--- src/rtl/wals_pkg.sv ---
// Shared types and constants for the windowed audio level statistics block.
// Holds field widths, register indexes, the per-window record and queue status.
// No dependencies.
package wals_pkg;

  localparam int SAMPLE_BITS = 16;
  localparam int WIN_W       = 16;
  localparam int RATE_W      = 18;
  localparam int CNT_W       = 16;
  localparam int WNUM_W      = 32;
  localparam int OUT_W       = 16;
  localparam int ZC_W        = 18;
  localparam int SUM_W       = SAMPLE_BITS + 16;
  localparam int SQ_W        = 2 * SAMPLE_BITS - 1;
  localparam int SQ_ACC_W    = 2 * SAMPLE_BITS + 14;
  localparam int PROD_W      = CNT_W + RATE_W;
  localparam int DIV_W       = (SQ_ACC_W > PROD_W) ? SQ_ACC_W : PROD_W;
  localparam int STEP_W      = $clog2(DIV_W);
  localparam int RAD_W       = 2 * SAMPLE_BITS;

  localparam int CFG_IDX_W   = 2;
  localparam int CFG_DATA_W  = 18;

  localparam logic [CFG_IDX_W-1:0] REG_WINDOW_LEN  = 2'd0;
  localparam logic [CFG_IDX_W-1:0] REG_SAMPLE_RATE = 2'd1;

  localparam logic [WIN_W-1:0]  WINDOW_LEN_RESET  = 16'd8000;
  localparam logic [RATE_W-1:0] SAMPLE_RATE_RESET = 18'd16000;

  // Totals of one finished window, handed from front to back.
  typedef struct packed {
    logic [WNUM_W-1:0]       window_number;
    logic [SAMPLE_BITS-1:0]  peak;
    logic signed [SUM_W-1:0] sum;
    logic [SQ_ACC_W-1:0]     sumsq;
    logic [CNT_W-1:0]        crossings;
    logic [WIN_W-1:0]        n;
    logic [RATE_W-1:0]       rate;
  } win_rec_t;

  typedef struct packed {
    logic empty;
    logic full;
    logic two_free;
  } q_status_t;

endpackage

--- src/rtl/window_audio_level_stats_top.sv ---
// Top level of the windowed audio level statistics block.
// Holds configuration registers and wires front, queue and back. Depends on wals_pkg.
//
// Accepts one signed Q1.15 sample per cycle on a valid/ready channel and, at
// the last sample of each window of window_len samples, issues one request
// on the output channel carrying the window number (first is 1, wraps), the
// peak magnitude, the RMS (integer square root of the floor of the mean
// square), the DC mean (truncated toward zero) and the zero-crossing rate
// (crossings times the configured rate in hertz over the window length,
// floored). A window length of zero acts as one. Samples flow through a
// two-stage accumulator front end; finished window totals wait in a
// QUEUE_DEPTH-entry queue; the back end turns one record into results with
// a shared restoring divider that produces one quotient bit per cycle over
// three 46-bit divides, plus a 16-step square root and control overhead.
// Input samples are taken every cycle as long as the queue has room, so
// windows longer than the back end's turnaround run at full rate
// indefinitely; shorter windows are accepted at full rate until the queue
// fills and then only as fast as the back end finishes records.
// Write configuration only while the block is idle.
module window_audio_level_stats_top #(
  parameter int QUEUE_DEPTH = 4
) (
  input  logic                                     clk,
  input  logic                                     rst,
  input  logic                                     cfg_write,
  input  logic [wals_pkg::CFG_IDX_W-1:0]           cfg_index,
  input  logic [wals_pkg::CFG_DATA_W-1:0]          cfg_data,
  input  logic                                     in_valid,
  output logic                                     in_ready,
  input  logic signed [wals_pkg::SAMPLE_BITS-1:0]  sample,
  output logic                                     out_valid,
  input  logic                                     out_ready,
  output logic [wals_pkg::WNUM_W-1:0]              window_number,
  output logic [wals_pkg::OUT_W-1:0]               peak,
  output logic [wals_pkg::OUT_W-1:0]               rms,
  output logic signed [wals_pkg::OUT_W-1:0]        dc_mean,
  output logic [wals_pkg::ZC_W-1:0]                zero_cross_hz
);
  import wals_pkg::*;

  logic [WIN_W-1:0]  window_len;
  logic [RATE_W-1:0] rate_hz;

  // Configuration writes; unknown indexes drop the write.
  always_ff @(posedge clk) begin
    if (rst) begin
      window_len <= WINDOW_LEN_RESET;
      rate_hz    <= SAMPLE_RATE_RESET;
    end else if (cfg_write) begin
      unique case (cfg_index)
        REG_WINDOW_LEN:  window_len <= cfg_data[WIN_W-1:0];
        REG_SAMPLE_RATE: rate_hz    <= cfg_data[RATE_W-1:0];
        default: begin
        end
      endcase
    end
  end

  logic      take;
  logic      pending;
  logic      push;
  logic      pop;
  win_rec_t  push_rec;
  win_rec_t  head_rec;
  q_status_t q_status;

  // Accept a sample only when the queue can absorb every window end still in
  // flight: the one in the front pipeline and the one being accepted now.
  assign in_ready = pending ? q_status.two_free : !q_status.full;
  assign take     = in_valid && in_ready;

  wals_front u_front (
    .clk        (clk),
    .rst        (rst),
    .take       (take),
    .sample     (sample),
    .window_len (window_len),
    .rate_hz    (rate_hz),
    .pending    (pending),
    .push       (push),
    .rec        (push_rec)
  );

  wals_queue #(
    .DEPTH (QUEUE_DEPTH)
  ) u_queue (
    .clk     (clk),
    .rst     (rst),
    .push    (push),
    .wr_data (push_rec),
    .pop     (pop),
    .rd_data (head_rec),
    .status  (q_status)
  );

  wals_back u_back (
    .clk           (clk),
    .rst           (rst),
    .q_status      (q_status),
    .rec           (head_rec),
    .pop           (pop),
    .out_valid     (out_valid),
    .out_ready     (out_ready),
    .window_number (window_number),
    .peak          (peak),
    .rms           (rms),
    .dc_mean       (dc_mean),
    .zero_cross_hz (zero_cross_hz)
  );

endmodule

--- src/rtl/wals_front.sv ---
// Front end: per-sample accumulation of peak, sum, sum of squares and crossings.
// Pushes one window record at each window end. Depends on wals_pkg.
module wals_front (
  input  logic                                   clk,
  input  logic                                   rst,
  input  logic                                   take,
  input  logic signed [wals_pkg::SAMPLE_BITS-1:0] sample,
  input  logic [wals_pkg::WIN_W-1:0]             window_len,
  input  logic [wals_pkg::RATE_W-1:0]            rate_hz,
  output logic                                   pending,
  output logic                                   push,
  output wals_pkg::win_rec_t                     rec
);
  import wals_pkg::*;

  // Stage 1: magnitude and square.
  logic                          s1_valid;
  logic                          s1_neg;
  logic [SAMPLE_BITS-1:0]        s1_mag;
  logic [SQ_W-1:0]               s1_sq;
  logic signed [SAMPLE_BITS-1:0] s1_val;

  logic                   in_neg;
  logic [SAMPLE_BITS-1:0] in_mag;
  logic [RAD_W-1:0]       in_mag_sq;

  assign in_neg    = sample[SAMPLE_BITS-1];
  assign in_mag    = in_neg ? (~sample + 1'b1) : sample;
  assign in_mag_sq = in_mag * in_mag;

  always_ff @(posedge clk) begin
    if (rst) begin
      s1_valid <= 1'b0;
    end else begin
      s1_valid <= take;
    end
    if (take) begin
      s1_neg <= in_neg;
      s1_mag <= in_mag;
      s1_sq  <= in_mag_sq[SQ_W-1:0];
      s1_val <= sample;
    end
  end

  assign pending = s1_valid;

  // Stage 2: accumulators.
  logic [SAMPLE_BITS-1:0]  peak_acc;
  logic signed [SUM_W-1:0] sum_acc;
  logic [SQ_ACC_W-1:0]     square_acc;
  logic [CNT_W-1:0]        crossing_count;
  logic                    prev_negative;
  logic [WIN_W-1:0]        sample_index;
  logic [WNUM_W-1:0]       window_count;

  logic [WIN_W:0]          idx_next;
  logic [WIN_W-1:0]        len_eff;
  logic                    last;
  logic                    crossed;
  logic [SAMPLE_BITS-1:0]  peak_next;
  logic signed [SUM_W-1:0] sum_next;
  logic [SQ_ACC_W-1:0]     square_next;
  logic [CNT_W-1:0]        crossing_next;

  always_comb begin
    idx_next      = {1'b0, sample_index} + 1'b1;
    len_eff       = (window_len == '0) ? WIN_W'(1) : window_len;
    last          = idx_next >= {1'b0, len_eff};
    crossed       = (sample_index != '0) && (s1_neg != prev_negative);
    peak_next     = (s1_mag > peak_acc) ? s1_mag : peak_acc;
    sum_next      = sum_acc + SUM_W'(s1_val);
    square_next   = square_acc + SQ_ACC_W'(s1_sq);
    crossing_next = crossing_count + CNT_W'(crossed);
  end

  assign push = s1_valid && last;

  always_comb begin
    rec.window_number = window_count + 1'b1;
    rec.peak          = peak_next;
    rec.sum           = sum_next;
    rec.sumsq         = square_next;
    rec.crossings     = crossing_next;
    rec.n             = idx_next[WIN_W-1:0];
    rec.rate          = rate_hz;
  end

  always_ff @(posedge clk) begin
    if (rst) begin
      peak_acc       <= '0;
      sum_acc        <= '0;
      square_acc     <= '0;
      crossing_count <= '0;
      prev_negative  <= 1'b0;
      sample_index   <= '0;
      window_count   <= '0;
    end else if (s1_valid) begin
      if (last) begin
        peak_acc       <= '0;
        sum_acc        <= '0;
        square_acc     <= '0;
        crossing_count <= '0;
        prev_negative  <= 1'b0;
        sample_index   <= '0;
        window_count   <= window_count + 1'b1;
      end else begin
        peak_acc       <= peak_next;
        sum_acc        <= sum_next;
        square_acc     <= square_next;
        crossing_count <= crossing_next;
        prev_negative  <= s1_neg;
        sample_index   <= idx_next[WIN_W-1:0];
      end
    end
  end

endmodule

--- src/rtl/wals_queue.sv ---
// Short queue of finished window records between front and back.
// Depends on wals_pkg.
module wals_queue #(
  parameter int DEPTH = 4
) (
  input  logic                clk,
  input  logic                rst,
  input  logic                push,
  input  wals_pkg::win_rec_t  wr_data,
  input  logic                pop,
  output wals_pkg::win_rec_t  rd_data,
  output wals_pkg::q_status_t status
);
  import wals_pkg::*;

  localparam int PTR_W = (DEPTH > 1) ? $clog2(DEPTH) : 1;
  localparam int LVL_W = $clog2(DEPTH + 1);

  win_rec_t         entries [DEPTH];
  logic [PTR_W-1:0] wr_ptr;
  logic [PTR_W-1:0] rd_ptr;
  logic [LVL_W-1:0] level;

  assign rd_data         = entries[rd_ptr];
  assign status.empty    = (level == '0);
  assign status.full     = (level == LVL_W'(DEPTH));
  assign status.two_free = (level <= LVL_W'(DEPTH - 2));

  always_ff @(posedge clk) begin
    if (push) begin
      entries[wr_ptr] <= wr_data;
    end
  end

  always_ff @(posedge clk) begin
    if (rst) begin
      wr_ptr <= '0;
      rd_ptr <= '0;
      level  <= '0;
    end else begin
      if (push) begin
        wr_ptr <= (wr_ptr == PTR_W'(DEPTH - 1)) ? '0 : wr_ptr + 1'b1;
      end
      if (pop) begin
        rd_ptr <= (rd_ptr == PTR_W'(DEPTH - 1)) ? '0 : rd_ptr + 1'b1;
      end
      if (push && !pop) begin
        level <= level + 1'b1;
      end else if (pop && !push) begin
        level <= level - 1'b1;
      end
    end
  end

  a_no_overflow: assert property (@(posedge clk) disable iff (rst)
    push && !pop |-> !status.full)
    else $error("queue push while full");

  a_no_underflow: assert property (@(posedge clk) disable iff (rst)
    pop |-> !status.empty)
    else $error("queue pop while empty");

endmodule

--- src/rtl/wals_back.sv ---
// Back end: shared restoring divider and digit-by-digit square root that turn
// a window record into peak, RMS, DC mean and crossing rate. Depends on wals_pkg.
module wals_back (
  input  logic                             clk,
  input  logic                             rst,
  input  wals_pkg::q_status_t              q_status,
  input  wals_pkg::win_rec_t               rec,
  output logic                             pop,
  output logic                             out_valid,
  input  logic                             out_ready,
  output logic [wals_pkg::WNUM_W-1:0]      window_number,
  output logic [wals_pkg::OUT_W-1:0]       peak,
  output logic [wals_pkg::OUT_W-1:0]       rms,
  output logic signed [wals_pkg::OUT_W-1:0] dc_mean,
  output logic [wals_pkg::ZC_W-1:0]        zero_cross_hz
);
  import wals_pkg::*;

  localparam int SB = SAMPLE_BITS;

  typedef enum logic [6:0] {
    ST_IDLE    = 7'b0000001,
    ST_SQ_DIV  = 7'b0000010,
    ST_SUM_DIV = 7'b0000100,
    ST_ZC_MUL  = 7'b0001000,
    ST_ZC_DIV  = 7'b0010000,
    ST_SQRT    = 7'b0100000,
    ST_OUT     = 7'b1000000
  } state_t;

  state_t            state;
  win_rec_t          cur;
  logic [DIV_W-1:0]  div_q;
  logic [WIN_W-1:0]  rem;
  logic [STEP_W-1:0] step;
  logic [SQ_W-1:0]   msq;
  logic [OUT_W-1:0]  dc_r;
  logic [ZC_W-1:0]   zc_r;
  logic [RAD_W-1:0]  rad;
  logic [SB:0]       srem;
  logic [SB-1:0]     root;

  // Divider step: one quotient bit per cycle.
  logic [WIN_W:0]    div_rem_sh;
  logic [WIN_W:0]    div_diff;
  logic              div_ge;
  logic [WIN_W-1:0]  rem_next;
  logic [DIV_W-1:0]  div_q_next;
  logic              div_done;

  // Square root step: one result bit per cycle.
  logic [SB+2:0]     sq_sh;
  logic [SB+2:0]     sq_trial;
  logic [SB+2:0]     sq_diff;
  logic              sq_ge;
  logic [SB:0]       srem_next;
  logic [SB-1:0]     root_next;

  logic [SUM_W-1:0]  sum_mag;
  logic [OUT_W-1:0]  dc_q;
  logic [PROD_W-1:0] zc_prod;
  logic              load_out;

  always_comb begin
    div_rem_sh = {rem, div_q[DIV_W-1]};
    div_diff   = div_rem_sh - {1'b0, cur.n};
    div_ge     = div_rem_sh >= {1'b0, cur.n};
    rem_next   = div_ge ? div_diff[WIN_W-1:0] : div_rem_sh[WIN_W-1:0];
    div_q_next = {div_q[DIV_W-2:0], div_ge};
    div_done   = (step == STEP_W'(DIV_W - 1));

    sq_sh      = {srem, rad[RAD_W-1 -: 2]};
    sq_trial   = {1'b0, root, 2'b01};
    sq_diff    = sq_sh - sq_trial;
    sq_ge      = sq_sh >= sq_trial;
    srem_next  = sq_ge ? sq_diff[SB:0] : sq_sh[SB:0];
    root_next  = {root[SB-2:0], sq_ge};

    sum_mag    = cur.sum[SUM_W-1] ? (~cur.sum + 1'b1) : cur.sum;
    dc_q       = cur.sum[SUM_W-1] ? (~div_q_next[OUT_W-1:0] + 1'b1)
                                  : div_q_next[OUT_W-1:0];
    zc_prod    = cur.crossings * cur.rate;
  end

  assign pop      = (state == ST_IDLE) && !q_status.empty;
  assign load_out = (state == ST_OUT) && (!out_valid || out_ready);

  always_ff @(posedge clk) begin
    if (rst) begin
      state <= ST_IDLE;
    end else begin
      unique case (state)
        ST_IDLE: begin
          if (pop) begin
            state <= ST_SQ_DIV;
          end
        end
        ST_SQ_DIV: begin
          if (div_done) begin
            state <= ST_SUM_DIV;
          end
        end
        ST_SUM_DIV: begin
          if (div_done) begin
            state <= ST_ZC_MUL;
          end
        end
        ST_ZC_MUL: begin
          state <= ST_ZC_DIV;
        end
        ST_ZC_DIV: begin
          if (div_done) begin
            state <= ST_SQRT;
          end
        end
        ST_SQRT: begin
          if (step == STEP_W'(SB - 1)) begin
            state <= ST_OUT;
          end
        end
        ST_OUT: begin
          if (load_out) begin
            state <= ST_IDLE;
          end
        end
        default: begin
          state <= ST_IDLE;
        end
      endcase
    end
  end

  // Datapath registers; no reset needed.
  always_ff @(posedge clk) begin
    unique case (state)
      ST_IDLE: begin
        if (pop) begin
          cur   <= rec;
          div_q <= DIV_W'(rec.sumsq);
          rem   <= '0;
          step  <= '0;
        end
      end
      ST_SQ_DIV: begin
        if (div_done) begin
          msq   <= div_q_next[SQ_W-1:0];
          div_q <= DIV_W'(sum_mag);
          rem   <= '0;
          step  <= '0;
        end else begin
          div_q <= div_q_next;
          rem   <= rem_next;
          step  <= step + 1'b1;
        end
      end
      ST_SUM_DIV: begin
        if (div_done) begin
          dc_r <= dc_q;
        end else begin
          div_q <= div_q_next;
          rem   <= rem_next;
          step  <= step + 1'b1;
        end
      end
      ST_ZC_MUL: begin
        div_q <= DIV_W'(zc_prod);
        rem   <= '0;
        step  <= '0;
      end
      ST_ZC_DIV: begin
        if (div_done) begin
          zc_r <= div_q_next[ZC_W-1:0];
          rad  <= {1'b0, msq};
          srem <= '0;
          root <= '0;
          step <= '0;
        end else begin
          div_q <= div_q_next;
          rem   <= rem_next;
          step  <= step + 1'b1;
        end
      end
      ST_SQRT: begin
        rad  <= {rad[RAD_W-3:0], 2'b00};
        srem <= srem_next;
        root <= root_next;
        step <= step + 1'b1;
      end
      ST_OUT: begin
      end
      default: begin
      end
    endcase
  end

  // Output register.
  always_ff @(posedge clk) begin
    if (rst) begin
      out_valid <= 1'b0;
    end else if (load_out) begin
      out_valid <= 1'b1;
    end else if (out_ready) begin
      out_valid <= 1'b0;
    end
    if (load_out) begin
      window_number <= cur.window_number;
      peak          <= OUT_W'(cur.peak);
      rms           <= OUT_W'(root);
      dc_mean       <= dc_r;
      zero_cross_hz <= zc_r;
    end
  end

  a_rms_le_peak: assert property (@(posedge clk) disable iff (rst)
    load_out |=> rms <= peak)
    else $error("rms exceeds peak");

  a_zc_le_rate: assert property (@(posedge clk) disable iff (rst)
    load_out |=> zero_cross_hz <= cur.rate)
    else $error("crossing rate exceeds sample rate");

  a_pop_only_idle: assert property (@(posedge clk) disable iff (rst)
    pop |=> state == ST_SQ_DIV)
    else $error("record popped without starting the divide");

endmodule

--- config.mk ---
export PLATFORM = sky130hd
export DESIGN_NAME = window_audio_level_stats_top
export DESIGN_NICKNAME = d
export VERILOG_FILES = /design/src/rtl/wals_pkg.sv /design/src/rtl/window_audio_level_stats_top.sv /design/src/rtl/wals_front.sv /design/src/rtl/wals_queue.sv /design/src/rtl/wals_back.sv
export SDC_FILE = /design/constraint.sdc
export NUM_CORES = 2
export LEC_CHECK = 0
export ABC_AREA = 1
export BUFFER_PORTS_ARGS = -buffer_cell sky130_fd_sc_hd__buf_4
export CAP_MARGIN = 20
export CORE_ASPECT_RATIO = 1.2
export CORE_MARGIN = 10
export CORE_UTILIZATION = 44
export CTS_BUF_LIST = sky130_fd_sc_hd__clkbuf_16
export CTS_CLUSTER_SIZE = 28
export DETAILED_ROUTE_END_ITERATION = 16
export GPL_TIMING_DRIVEN = 0
export PLACE_DENSITY = 0.59
export SLEW_MARGIN = 20
export SYNTH_ARGS = -nofsm -noshare
export SYNTH_HDL_FRONTEND = slang
export SYNTH_HIERARCHICAL = 1
export SYNTH_SLANG_ARGS = --single-unit
export TNS_END_PERCENT = 100
--- constraint.sdc ---
create_clock -name clk -period 10.5 [get_ports clk]
set_clock_uncertainty 0.15 [all_clocks]
set_input_delay 0.525 -clock clk [delete_from_list [all_inputs] [get_ports clk]]
set_output_delay 0.525 -clock clk [all_outputs]
set_load 0.02 [all_outputs]
Word level (Yosys, flattened, before mapping)

Memory sizes are Yosys's and may differ from the RTL's. A register that Yosys moved wholly into a read port is not among the register bits.
Index checks and enable logic that the tools add are counted.
W data, S select, Z words.

Bitwise logic cells: 3
Reduce and logical (&&, ||, !) cells: 35
Mux-type cells: 49
Equal/unequal tests: 22
Order comparisons: 5
$add $sub $neg: 15
Divide/modulo/power cells: 0
Multipliers: 2
Shift operators: 0

Operator list:

| operator                | count |
|---|---|
| $mux W16                | 12 |
| $mux W46                | 4 |
| $pmux W46 S4            | 1 |
| $mux W32                | 3 |
| $add A32 B1 Y32 const B | 2 |
| $pmux W16 S4            | 1 |
| $pmux W32 S2            | 1 |
| $pmux W7 S7             | 1 |
| $add A46 B31 Y46        | 1 |
| $mux W7                 | 6 |
| $ge A17 B16 Y1          | 2 |
| $mul A16 B18 Y34        | 1 |
| $mux W17                | 2 |
| $pmux W17 S2            | 1 |
| $add A16 B1 Y16 const B | 2 |
| $add A32 B16 Y32        | 1 |
| $not A16 Y16            | 2 |
| $not A32 Y32            | 1 |
| $pmux W16 S2            | 1 |
| $mul A16 B16 Y31        | 1 |
| $pmux W6 S5             | 1 |
| $ge A19 B18 Y1          | 1 |
| $mux W6                 | 3 |
| $add A16 B1 Y17 const B | 1 |
| 41 further kinds        | 79 |

Bits in latches: 0
Memory bits (writable): 704
Memories: 1
Flip-flop bits (word level): 699
Memory bits (read-only): 0

Memory list:

| memory          | depth | width | read ports | clocked after Yosys merged registers in | write ports | line             | RTL |
|---|---|---|---|---|---|---|---|
| u_queue.entries | 4     | 176   | 1          | 1                                       | 1           | wals_queue.sv:19 | `win_rec_t entries [DEPTH];` |

Logic depth before layout (Yosys ltp)

Depth after elaboration: 8
Mapped depth: 37

Hierarchy

Netlist, hierarchy kept.

By module, submodules not included:

| module                       | times used | area an instance (um^2) | cells an instance |
|---|---|---|---|
| wals_back                    | 1          | 28783.9                 | 3049 |
| wals_queue                   | 1          | 26550.5                 | 1761 |
| wals_front                   | 1          | 22669.2                 | 3249 |
| window_audio_level_stats_top | 1          | 1462.7                  | 202 |

Worst setup path after synthesis

No wires, ideal clock.

Kind: flip-flop to flip-flop
From: reg u_back.state[6]
To: reg u_back/dc_mean[0] in the netlist's numbering (enable)
Setup slack: -0.391 ns
Stages on the path, launching flop included: 3
Library setup time: 0.796 ns
Period minus slack after synthesis: 10.891 ns
Data required time: 9.554 ns
Arrival time: 9.945 ns
Cell sequence: dfxtp_1 > inv_2 > nor4_1

Cells in the longest elaborated chain, start to end: 2

RTL lines:

| what                     | line             | RTL |
|---|---|---|
| start: declaration       | wals_back.sv:31  | `state_t state;` |
| start signal: assignment | wals_back.sv:90  | `state <= ST_IDLE;` |
| start signal: assignment | wals_back.sv:95  | `state <= ST_SQ_DIV;` |
| start signal: assignment | wals_back.sv:100 | `state <= ST_SUM_DIV;` |
| $eq A7 B7 Y1             | wals_back.sv:86  | `assign load_out = (state == ST_OUT) && (!out_valid \|\| out_ready);` |
| $logic_and A1 B1 Y1      | wals_back.sv:86  |  |
| via u_back.load_out      | wals_back.sv:62  | `logic load_out;` |
| end signal: assignment   | wals_back.sv:209 | `dc_mean <= dc_r;` |
| end: declaration         | wals_back.sv:14  | `output logic signed [wals_pkg::OUT_W-1:0] dc_mean,` |

The timed path passes the listed nets, and every way through them passes these cells.
A chain may end at the register's enable or synchronous reset.

Final worst setup path

From: in sample[0] in the netlist's numbering
To: reg u_front.s1_sq[27] (data pin)

Cells in the longest elaborated chain, start to end: 4

RTL lines:

| what                      | line                               | RTL |
|---|---|---|
| start: declaration        | window_audio_level_stats_top.sv:30 | `input logic signed [wals_pkg::SAMPLE_BITS-1:0] sample,` |
| $not A16 Y16              | wals_front.sv:28                   | `assign in_mag = in_neg ? (~sample + 1'b1) : sample;` |
| $add A16 B1 Y16           | wals_front.sv:28                   |  |
| $mux W16                  | wals_front.sv:28                   |  |
| via u_front.in_mag[6]     | wals_front.sv:24                   | `logic [SAMPLE_BITS-1:0] in_mag;` |
| $mul A16 B16 Y31          | wals_front.sv:29                   | `assign in_mag_sq = in_mag * in_mag;` |
| via u_front.in_mag_sq[27] | wals_front.sv:25                   | `logic [RAD_W-1:0] in_mag_sq;` |
| end signal: assignment    | wals_front.sv:40                   | `s1_sq <= in_mag_sq[SQ_W-1:0];` |
| end: declaration          | wals_front.sv:20                   | `logic [SQ_W-1:0] s1_sq;` |

The timed path passes the listed nets, and every way through them passes these cells.

==> reports/metrics.csv <==
stage,metric,value,unit
outcome,outcome,finished with violations,
outcome,failed_checks,antenna violations,
clock_network,cts_sinks,1401,
sta,report.final.hold_viol_count,0,
clock_network,cts_setup_buffers,0,
synth,avgSynthCellArea,9.619,sq um
sta,slew_headroom,31.62,%
route,num_vias,58100,
clock_network,clk-insertion-delay-late,0.80,ns
clock_network,holdBufCountCts,41,
synth,synth_ff_type,edfxtp_1,
clock_network,clockBufferDepth,3,
critical_path,slowest_delay,0.67,ns
critical_path,arrival,9.81,ns
floorplanning,core_area,179300,sq um
sta,max_freq,0.1064,GHz
synth,synth_area,79470,sq um
flow_run,max_cap_violations,0,
placement,dp_hpwl,168600,um
critical_path,r2r_end,u_back/div_q[33],
global_route,met3_usage,3.239,%
route,drtIter0Drc,4672,
layout,layout-drive-gt1-share,7.481,%
global_route,grt_use_met1,28.28,%
floorplanning,dieArea,198100,sq um
clock_network,cts_resized,0,
sta,finalCriticalPeriod,9.400,ns
clock_network,numCtsBuffers,145,
floorplanning,io_pins,141,
critical_path,endpoint,u_front/s1_sq[27],
global_route,antenna_found_initial,6,
clock_network,root_buffer,clkbuf_16,
sta,fin_crit_sh,89.53,%
sta,tightest_slew,1.015,ns
critical_path,r2r_start,u_back/cur[2],
critical_path,crit_buf_inv,8,
floorplanning,die_h,485.5,um
synth,synth_edf_count,1190,
critical_path,crit_path_start,sample[0],
synth,async_flop_share,0,%
critical_path,cp-start-kind,input pin,
global_route,grt_use_met2,38.55,%
sta,worst_slack,1.100,ns
route,drt-pass1-iter-count,6,
global_route,grt_max_degree,84,
sta,rsz0062_at_grt,false,
synth,yosysUniqueCellTypes,66,
clock_network,cts_tree,done,
synth,synth_warnings,6,
global_route,grt_overflow_total,0,
clock_network,clk_pin_slew,0.06,ns
global_route,grt_usage,22.25,%
critical_path,rrSetupSlack,3.33,ns
critical_path,required,10.91,ns
floorplanning,num_rows,170,
global_route,grt_busiest_layer,met2,
worst_hold_path,hp-class,in2reg,
sta,slew_viol_final,0,
layout,final_common_cell,nand2_1,
clock_network,h-tree-depth,4,
layout,syn_to_final_growth,12.79,%
route,drt-wirelength-per-cell,20.13,um
critical_path,crit_path_top_delay_cell,a21boi_0,
route,ant_nets,1,
critical_path,cp_common_cell,fa_1,
synth,synthCells,8261,
sta,setup_violations,0,
route,routed_via_density,5.200,
critical_path,crit_path_end_kind,register,
layout,final_cell_mix,"nand2_1, inv_1, edfxtp_1, nor2_1, fa_1",
synth,synth-seq-cells,1401,
placement,io_buffer_count,138,
critical_path,cp_top_family,adder cells,
route,drc_errors,0,
global_route,grt_pass1_wl,343900,um
floorplanning,initial_core_util,44.32,%
placement,place_ws,0.9602,ns
route,drt-total-wl,224900,um
critical_path,crit_cells,28,
synth,seq_area_frac_synth,50.28,%
critical_path,r2r_cells,23,
critical_path,critical_path_class,in2reg,
floorplanning,die_w,408.0,um
critical_path,path_max_fanout,10,
sta,worst_hold_slack,0.04471,ns
placement,gp_congestion,0.9493,
layout,nets,9407,
global_route,grt_pass1_vias,58060,
per-layer routing:
layer / vias up / wire length [um]
met5: - / 17
met4: 2 / 8273
met3: 370 / 12390
met2: 1685 / 110800
met1: 28260 / 93360
li1: 27790 / -
stage by stage:
step	utilization, %	setup TNS (ns)	cell area (sq um)	std cells
after global routing	49.97	0	89600	11160
final	49.99	0	89630	11170
after floorplan	-	0	79510	8270
after CTS	49.97	0	89600	11160
after detailed placement	47.04	0	84340	10860
after global placement	46.60	-465.97	83560	10820
worst min-delay path by stage:
stage,from,to,slack [ns],cells past startpoint
finish,rst,u_queue/wr_ptr[0],0.04,2
floorplan,u_back/dc_r[0],u_back/dc_mean[0],0.25,0
detailed placement,u_back/dc_r[0],u_back/dc_mean[0],0.25,0
global route,rst,u_queue/wr_ptr[0],0.01,2
CTS,rst,u_queue/wr_ptr[0],0.007,2
global placement,u_back/cur[153],u_back/window_number[9],0.25,0
flip-flops by register name, indices dropped and copies added (netlist names), 17 cells and up, named ones only:
| signal | flops |
|---|---|
| u_back/zc_r | 18 |
| u_front/square_acc | 46 |
| u_back/srem | 17 |
| u_front/s1_sq | 29 |
| rate_hz | 18 |
| u_queue/entries | 704 |
| u_back/cur | 130 |
| u_back/div_q | 46 |
| u_back/window_number | 32 |
| u_back/rad | 32 |
| u_back/zero_cross_hz | 18 |
| u_front/sum_acc | 32 |
| u_back/msq | 31 |
| u_front/window_count | 32 |
logic make-up after synthesis:
logic type               synth area share, %
flip-flops                             50.28
other                               0.009451
XOR/XNOR                               1.863
AND/OR/NAND/NOR                        16.85
adder cells (fa/ha/maj)                15.18
buffers and inverters                  8.080
AO/OA/AOI/OAI                          7.736
area by class of cell:
class | count | area (sq um)
diodes | 11 | 27.53
clock inverters | 118 | 1121
clock buffers | 149 | 3729
fillers | 16530 | 89680
flip-flops and latches | 1401 | 39960
inverters | 1226 | 4637
well taps | 2408 | 3013
multi-input cells | 5317 | 33190
plain buffers | 326 | 1814
repair buffers | 218 | 2143
synth_stat cells (4+ instances only):
master	count	area (sq um)
a21boi_0	6	45.04
a21o_1	18	135.1
a21oi_1	341	1707
a22o_1	13	113.9
a31oi_1	15	93.84
and2_1	6	37.54
buf_1	5	18.77
buf_2	81	405.4
buf_4	28	210.2
buf_6	48	540.5
clkbuf_1	157	589.3
clkbuf_2	6	30.03
dfxtp_1	211	4224
edfxtp_1	1190	35730
fa_1	388	7767
ha_1	343	4292
inv_1	1208	4534
inv_2	16	60.06
nand2_1	1791	6723
nand2_2	5	31.28
nand3_1	302	1511
nand3b_1	13	97.59
nand4_1	74	462.9
nor2_1	949	3562
nor2_2	15	93.84
nor2_4	6	67.56
nor3_1	60	300.3
nor3b_1	6	45.04
nor4_1	17	106.4
o211ai_1	4	30.03
o21a_1	6	45.04
o21ai_0	377	1887
o21ai_1	123	615.6
o21bai_1	28	210.2
o22ai_1	178	1114
or2_2	18	112.6
xnor2_1	41	359.1
xor2_1	128	1121
Power is not shown: default switching activity piles up to over one toggle a cycle in this logic, so the estimate is an artifact.
